### src/design/dafe_pkg.sv
`timescale 1ns / 1ps
`default_nettype none
// ----------------------------------------------------------------------------
// dafe_pkg: shared definitions for the delta and acceleration feature block
// Widths, limits, register indexes, command and status structures.
// ----------------------------------------------------------------------------
package dafe_pkg;

	localparam int SAMPLE_W     = 24;
	localparam int DELTA_W      = SAMPLE_W + 1;
	localparam int ACC_W        = SAMPLE_W + 2;
	localparam int VAL_W        = SAMPLE_W + 2;
	localparam int IDX_W        = 6;
	localparam int MAX_FEATURES = 64;
	localparam int MAX_WINDOW   = 4;
	localparam int WIN_W        = 3;
	localparam int NF_W         = 7;
	localparam int RING_FRAMES  = 4 * MAX_WINDOW + 1;
	localparam int RING_W       = 5;
	localparam int ADDR_W       = RING_W + IDX_W;
	localparam int MEM_DEPTH    = RING_FRAMES * MAX_FEATURES;
	localparam int FRAME_W      = 32;
	localparam int OFF_W        = 6;
	localparam int SUM_W        = 32;
	localparam int DEN_W        = 7;
	localparam int CFG_IDX_W    = 2;
	localparam int CFG_DATA_W   = 7;

	// Reciprocal division: numerators below 2^RECIP_N_W, reciprocals scaled
	// by 2^RECIP_SHIFT and rounded up.
	localparam int RECIP_N_W   = 28;
	localparam int RECIP_M_W   = 30;
	localparam int RECIP_SHIFT = 32;
	localparam logic [RECIP_M_W-1:0] RECIP_5  = 30'h3333_3334;
	localparam logic [RECIP_M_W-1:0] RECIP_7  = 30'h2492_4925;
	localparam logic [RECIP_M_W-1:0] RECIP_15 = 30'h1111_1112;

	localparam logic [CFG_IDX_W-1:0] REG_DELTA_WIN = 2'd0;
	localparam logic [CFG_IDX_W-1:0] REG_ACC_WIN   = 2'd1;
	localparam logic [CFG_IDX_W-1:0] REG_NUM_FEAT  = 2'd2;

	typedef enum logic [1:0] {
		TK_DELTA  = 2'd0,
		TK_DPLUS  = 2'd1,
		TK_DMINUS = 2'd2,
		TK_ACC    = 2'd3
	} take_t;

	typedef struct packed {
		logic             ready;
		logic             accept;
		logic             rd_en;
		logic [WIN_W-1:0] tap_d;
		logic             tap_neg;
		logic             cen_acc;
		logic [WIN_W-1:0] cen_a;
		logic             cen_neg;
		logic             cap_static;
		logic             cap_p;
		logic             clr_dsum;
		logic             dsum_add;
		logic             clr_asum;
		logic             div_start;
		logic             div_acc;
		logic             take;
		take_t            take_sel;
		logic             load_out;
	} cmd_t;

	typedef struct packed {
		logic             job;
		logic [WIN_W-1:0] w_eff;
		logic [WIN_W-1:0] a_eff;
		logic             div_done;
		logic             out_full;
	} status_t;

	// Normalizer of a regression window of half width w.
	function automatic logic [DEN_W-1:0] win_den(input logic [WIN_W-1:0] w);
		logic [DEN_W-1:0] r;
		case (w)
			3'd1: r = 7'd2;
			3'd2: r = 7'd10;
			3'd3: r = 7'd28;
			3'd4: r = 7'd60;
			default: r = 7'd1;
		endcase
		return r;
	endfunction

	function automatic logic signed [OFF_W-1:0] off_clamp(input logic signed [OFF_W-1:0] x,
			input logic signed [OFF_W-1:0] lo);
		logic signed [OFF_W-1:0] r;
		if (x > 0)
			r = '0;
		else if (x < lo)
			r = lo;
		else
			r = x;
		return r;
	endfunction

endpackage
`default_nettype wire

### src/design/dafe_ctrl.sv
`timescale 1ns / 1ps
`default_nettype none
// ----------------------------------------------------------------------------
// dafe_ctrl: sequencer for one element
// Walks the static read, the delta taps, the acceleration taps and the
// divisions, then hands the element to the result register.
// ----------------------------------------------------------------------------
module dafe_ctrl (
	input  logic              clk,
	input  logic              arst_n,
	input  logic              in_valid,
	input  dafe_pkg::status_t status,
	output dafe_pkg::cmd_t    cmd
);
	import dafe_pkg::*;

	typedef enum logic [9:0] {
		S_IDLE    = 10'b0000000001,
		S_DECIDE  = 10'b0000000010,
		S_ST_RD   = 10'b0000000100,
		S_ST_CAP  = 10'b0000001000,
		S_TAP_P   = 10'b0000010000,
		S_TAP_M   = 10'b0000100000,
		S_TAP_ACC = 10'b0001000000,
		S_DIV_ST  = 10'b0010000000,
		S_DIV_RUN = 10'b0100000000,
		S_OUT     = 10'b1000000000
	} state_t;

	state_t           state_q, state_d;
	logic [WIN_W-1:0] d_q, d_d, a_q, a_d;
	logic             mode_q, mode_d, side_q, side_d, fin_q, fin_d;

	always_comb begin
		cmd      = '0;
		cmd.take_sel = TK_DELTA;
		state_d  = state_q;
		d_d      = d_q;
		a_d      = a_q;
		mode_d   = mode_q;
		side_d   = side_q;
		fin_d    = fin_q;
		cmd.cen_acc = mode_q;
		cmd.cen_a   = a_q;
		cmd.cen_neg = side_q;
		cmd.tap_d   = d_q;
		case (state_q)
			S_IDLE: begin
				cmd.ready  = 1'b1;
				cmd.accept = in_valid;
				if (in_valid)
					state_d = S_DECIDE;
			end
			S_DECIDE: begin
				state_d = status.job ? S_ST_RD : S_IDLE;
			end
			S_ST_RD: begin
				cmd.rd_en   = 1'b1;
				cmd.cen_acc = 1'b0;
				cmd.tap_d   = '0;
				state_d     = S_ST_CAP;
			end
			S_ST_CAP: begin
				cmd.cap_static = 1'b1;
				cmd.clr_dsum   = 1'b1;
				mode_d = 1'b0;
				fin_d  = 1'b0;
				d_d    = WIN_W'(1);
				state_d = (status.w_eff == '0) ? S_OUT : S_TAP_P;
			end
			S_TAP_P: begin
				cmd.rd_en = 1'b1;
				state_d   = S_TAP_M;
			end
			S_TAP_M: begin
				cmd.cap_p   = 1'b1;
				cmd.rd_en   = 1'b1;
				cmd.tap_neg = 1'b1;
				state_d     = S_TAP_ACC;
			end
			S_TAP_ACC: begin
				cmd.dsum_add = 1'b1;
				if (d_q == status.w_eff) begin
					state_d = S_DIV_ST;
				end else begin
					d_d     = d_q + 1'b1;
					state_d = S_TAP_P;
				end
			end
			S_DIV_ST: begin
				cmd.div_start = 1'b1;
				cmd.div_acc   = fin_q;
				state_d       = S_DIV_RUN;
			end
			S_DIV_RUN: begin
				if (status.div_done) begin
					cmd.take = 1'b1;
					d_d      = WIN_W'(1);
					if (fin_q) begin
						cmd.take_sel = TK_ACC;
						state_d      = S_OUT;
					end else if (!mode_q) begin
						cmd.take_sel = TK_DELTA;
						if (status.a_eff == '0) begin
							state_d = S_OUT;
						end else begin
							cmd.clr_asum = 1'b1;
							cmd.clr_dsum = 1'b1;
							mode_d  = 1'b1;
							a_d     = WIN_W'(1);
							side_d  = 1'b0;
							state_d = S_TAP_P;
						end
					end else if (!side_q) begin
						cmd.take_sel = TK_DPLUS;
						cmd.clr_dsum = 1'b1;
						side_d  = 1'b1;
						state_d = S_TAP_P;
					end else begin
						cmd.take_sel = TK_DMINUS;
						if (a_q == status.a_eff) begin
							fin_d   = 1'b1;
							state_d = S_DIV_ST;
						end else begin
							cmd.clr_dsum = 1'b1;
							a_d     = a_q + 1'b1;
							side_d  = 1'b0;
							state_d = S_TAP_P;
						end
					end
				end
			end
			S_OUT: begin
				if (!status.out_full) begin
					cmd.load_out = 1'b1;
					state_d      = S_IDLE;
				end
			end
			default: begin
				state_d = S_IDLE;
			end
		endcase
	end

	always_ff @(posedge clk or negedge arst_n) begin
		if (!arst_n) begin
			state_q <= S_IDLE;
			d_q     <= '0;
			a_q     <= '0;
			mode_q  <= 1'b0;
			side_q  <= 1'b0;
			fin_q   <= 1'b0;
		end else begin
			state_q <= state_d;
			d_q     <= d_d;
			a_q     <= a_d;
			mode_q  <= mode_d;
			side_q  <= side_d;
			fin_q   <= fin_d;
		end
	end
endmodule
`default_nettype wire

### config.mk
export PLATFORM = sky130hd
export DESIGN_NAME = dafe_ctrl
export DESIGN_NICKNAME = d
export VERILOG_FILES = /design/src/design/dafe_pkg.sv /design/src/design/dafe_ctrl.sv
export SDC_FILE = /design/constraint.sdc
export NUM_CORES = 1
export LEC_CHECK = 0
export ABC_AREA = 1
export BUFFER_PORTS_ARGS = -buffer_cell sky130_fd_sc_hd__buf_2
export CAP_MARGIN = 20
export CORE_MARGIN = 2
export CORE_UTILIZATION = 55
export DETAILED_ROUTE_END_ITERATION = 8
export HOLD_SLACK_MARGIN = 0.08
export MAX_ROUTING_LAYER = met4
export PLACE_DENSITY = 0.89
export RECOVER_POWER = 50
export SLEW_MARGIN = 20
export SYNTH_ARGS = -nofsm -noshare
export SYNTH_HDL_FRONTEND = slang
export SYNTH_SLANG_ARGS = --single-unit
### constraint.sdc
create_clock -name clk -period 3.3 [get_ports clk]
set_clock_uncertainty 0.05 [all_clocks]
set_input_delay 0.495 -clock clk [delete_from_list [all_inputs] [get_ports clk]]
set_output_delay 0.495 -clock clk [all_outputs]
set_load 0.005 [all_outputs]
### Word level (Yosys, flattened, before mapping)

Cells that the tools add are included.
Widths: inputs -> output; s select.

| word-level totals | value |
|---|---|
| flip-flop bits (word level) | 19 |
| bits of input ports | 12 |
| output and inout bits | 23 |
| logic and storage cells | 98 |

| cells by class | value |
|---|---|
| add/subtract/negate cells | 2 |
| equal/unequal tests | 20 |
| multiplexer cells | 58 |
| bitwise operators | 1 |
| reduce and logical (&&, ||, !) cells | 11 |

Operator list:

| kind | count |
|---|---|
| $pmux 10 s10 | 1 |
| $mux 10 | 8 |
| $mux 3 | 10 |
| $mux 1 | 28 |
| $mux 8 | 2 |
| $ne 2x2->1 const B | 7 |
| $eq 10x1->1 const B | 1 |
| $eq 10x10->1 const B | 1 |
| $eq 10x2->1 const B | 1 |
| $eq 10x3->1 const B | 1 |
| $eq 10x4->1 const B | 1 |
| $eq 10x5->1 const B | 1 |
| $eq 10x6->1 const B | 1 |
| $eq 10x7->1 const B | 1 |
| $eq 10x8->1 const B | 1 |
| $eq 10x9->1 const B | 1 |
| $mux 2 | 5 |
| $pmux 3 s3 | 1 |
| $reduce_and 3->1 | 3 |
| $add 3x1->3 const B | 2 |
| $eq 3x3->1 | 2 |
| $logic_not 3->1 | 2 |
| $pmux 1 s2 | 3 |
| $reduce_and 6->1 | 1 |
| other kinds (7) | 7 |

### Depth between registers and ports, before layout

| logic depth | value |
|---|---|
| depth in word-level cells | 7 |
| depth in mapped cells | 10 |
| gate-level depth less buffers | 10 |

### Least setup slack after synthesis

No wires, ideal clock.

| timing | value |
|---|---|
| kind | register -> output |
| start | register state_q[4] |
| end | output port cmd[6] (netlist name) |
| data arrival time | 1.336 ns |
| data required time | 2.755 ns |
| setup slack | 1.419 ns |
| stages on the path, launching flop included | 10 |
| buffers on the path | 0 |
| cells stage by stage | dfrtp_1 > nor2_4 > nand2_4 > nor2_4 > nand3_4 > nor2_8 > nand2_4 > nor2_8 > inv_2 > nor2_1 |

RTL lines:

| what | line | source |
|---|---|---|
| start, declared | dafe_ctrl.sv:30 | `state_t state_q, state_d;` |
| start signal, assigned | dafe_ctrl.sv:154 | `state_q <= state_d;` |
| end, declared | dafe_ctrl.sv:13 | `output dafe_pkg::cmd_t cmd` |

==> flow_metrics.env <==
export IMPL_rsz0062_at_grt="false"
export IMPL_cts_resized=0
export IMPL_cts_setup_buffers=0
export IMPL_r2r_start="state_q[7]"
export IMPL_grt_max_degree=20
export IMPL_worst_slack_ns=0.653
export IMPL_ys_seq_elements=19
export IMPL_crit_type="flop to output port"
export IMPL_synthArstFlopShare=1.00
export IMPL_hp_class="primary input to async pin"
export IMPL_ys_warnings_count=0
export IMPL_yosys_top_cells_count="47 x nand2_1, 37 x inv_1, 35 x nor2_1"
export IMPL_cp_start_kind="flop"
export IMPL_place_ws_ns=1.23
export IMPL_yosysMostFrequentCell="nand2_1"
export IMPL_final_hold_viol_count=0
export IMPL_crit_path_top_delay_cell="dfrtp_1"
export IMPL_synth_top_area_frac=0.336
export IMPL_grt_pass1_wl_mm=4.69
export IMPL_postCtsHoldBufs=0
export IMPL_synth_edf_count=0
export IMPL_worstPathMaxFanout=6
export IMPL_drc=0
export IMPL_path_cells="nor2_4 > nand2_4 > nor2_1 > nand3_1 > nor2_8 > nand2_4 > nor2_8 > inv_2 > nor2_1 > buf_2"
export IMPL_syn_avg_cell_area_um2=6.91
export IMPL_cp_required_ns=2.75
export IMPL_drtPass1Iterations=4
export IMPL_area_growth_pct=14.6
export IMPL_cpPeakStageDelay_ns=0.43
export IMPL_synth_top_area_cell="dfrtp_1"
export IMPL_gp_congestion=0.907
export IMPL_grt_overflow_total=0
export IMPL_htreeDepth=1
export IMPL_rrSetupSlack_ns=1.43
export IMPL_drive_gt1_frac=0.204
export IMPL_r2r_end="a_q[1]"
export IMPL_fin_crit_sh=0.802
export IMPL_total_power_mw=0.784
export IMPL_cts_buffers=3
export IMPL_grt_use_total=0.227
export IMPL_pin_count=35
export IMPL_coreArea_um2=2250
export IMPL_routed_via_density=4.89
export IMPL_cellLeakagePower_nw=0.964
export IMPL_setup_tns_final_ns=0
export IMPL_wire_per_inst_um=10.6
export IMPL_yosys_cell_types_count=26
export IMPL_rows=17
export IMPL_io_buffers=34
export IMPL_postRouteAntennaNets=0
export IMPL_fillerInstances=223
export IMPL_status="finished clean"
export IMPL_antenna_found_initial=0
export IMPL_finalMaxSlewViolations=0
export IMPL_nets=245
export IMPL_antenna_cells=0
export IMPL_die_w_um=53.4
export IMPL_synth_area_top_cells="dfrtp_1 34%, nand2_1 13%, inv_1 10%"
export IMPL_cts_sinks=19
export IMPL_initial_core_util=0.594
export IMPL_synth_net_count=208
export IMPL_clk_pin_slew_ns=0.12
export IMPL_totalWireLength_mm=2.74
export IMPL_cts_tree="built"
export IMPL_crit_path_end_kind="output port"
export IMPL_root_buffer="clkbuf_4"
export IMPL_cap_violations=0
export IMPL_grt_pass1_vias=1082
export IMPL_synthCells=194
export IMPL_place_hpwl_mm=2.26
export IMPL_dr_total_vias=1262
export IMPL_fmax_ghz=0.378
export IMPL_max_slew_margin_rel=0.305
export IMPL_synthFlopType="dfrtp_1"
export IMPL_ir_drop_mv=0.374
export IMPL_yosysSeqAreaShare=0.356
export IMPL_hold_ws_ns=0.298
export IMPL_clock_latency_ns=0.29
export IMPL_first_iter_violations=27
export IMPL_cp_arrival_ns=2.10
export IMPL_rr_worst_depth=10
export IMPL_p_per_area_nw_per_um2=511
export IMPL_syn_cell_area_um2=1340
export IMPL_finalSetupViolations=0
export IMPL_worst_pin_slew_ns=1.04
export IMPL_die_area_um2=2850
export IMPL_clock_path_buffers=2
export IMPL_period_needed_ns=2.65
export IMPL_die_h_um=53.4
-- power by group --
| group | internal [mW] | switching, mW | total [mW] | leakage (nW) |
|---|---|---|---|---|
| combinational | 0.123 | 0.220 | 0.344 | 0.706 |
| sequential | 0.279 | 0.0440 | 0.323 | 0.243 |
| clock | 0.0469 | 0.0710 | 0.118 | 0.0150 |
-- layout make-up --
class / count / area, um2 / area share
clock buffer: 4 / 26.3 / 0.0171
inverter: 38 / 143 / 0.0929
multi-input combinational: 135 / 686 / 0.447
sequential: 19 / 477 / 0.311
tap: 28 / 35.0 / 0.0228
timing repair buffer: 34 / 169 / 0.110
-- critical path, delay by kind of cell, from the launching register on --
family                 cells  cell delay (ns)
buffers and inverters      2             0.16
flip-flops                 1             0.43
AND/OR/NAND/NOR            8             1.21
-- how the worst max path moves through the flow --
stage	from	to	cells after the start	slack, ns
2_1_floorplan	state_q[4]	cmd[6]	9	1.42
3_3_place_gp	state_q[1]	cmd[6]	10	1.30
3_5_place_dp	state_q[4]	cmd[6]	10	1.23
4_1_cts	state_q[4]	cmd[6]	10	0.90
5_1_grt	state_q[1]	cmd[6]	10	0.40
6_report	state_q[7]	cmd[6]	10	0.65
-- sequential cells by signal (all words and copies together), names as in the netlist --
| signal | cells |
|---|---|
| state_q | 10 |
| a_q | 3 |
| d_q | 3 |
| fin_q | 1 |
| mode_q | 1 |
| side_q | 1 |
-- cells in the final DEF, fill, tap and decap left out --
cell type   n
nand2_1    47
inv_1      37
nor2_1     36
buf_2      33
dfrtp_1    18
nand3_1    11
xnor2_1     6
a21oi_1     6
o21ai_0     5
nor3_1      4
o21ai_1     3
clkbuf_4    3
nor2_4      2
nand2_4     2
nor2_8      2
nand4_1     2
ha_1        2
clkbuf_1    2
nand2_2     1
inv_2       1
nor3_2      1
nand3_2     1
or3_1       1
o22ai_1     1
nor4_1      1
xor2_1      1
dfstp_2     1
-- logic make-up after synthesis --
| kind of cell | Yosys count | share of synthesized area |
|---|---|---|
| buffers and inverters | 40 | 0.118 |
| adders and majority gates | 2 | 0.0187 |
| and+or+nand+nor | 111 | 0.405 |
| xor gates and xnor gates | 7 | 0.0458 |
| AOI/OAI and AO/OA | 15 | 0.0570 |
| DFF | 19 | 0.356 |
-- through the flow --
| step | cell area, um2 | utilization | instances |
|---|---|---|---|
| detailed placement | 1530 | 0.679 | 254 |
| CTS | 1560 | 0.690 | 258 |
| floorplan | 1340 | - | 194 |
| global route | 1540 | 0.681 | 258 |
| global placement | 1530 | 0.679 | 254 |
| finish | 1540 | 0.681 | 258 |
-- layer usage --
metal,wire (um),up-vias,part of all wire,track usage
li1,-,665,-,-
met4,13,0,0.0047,0.0256
met2,1320,26,0.48,0.383
met3,100,2,0.036,0.0254
met1,1310,569,0.48,0.303
met5,0,-,0,-
(Power assumes the default switching activity.)
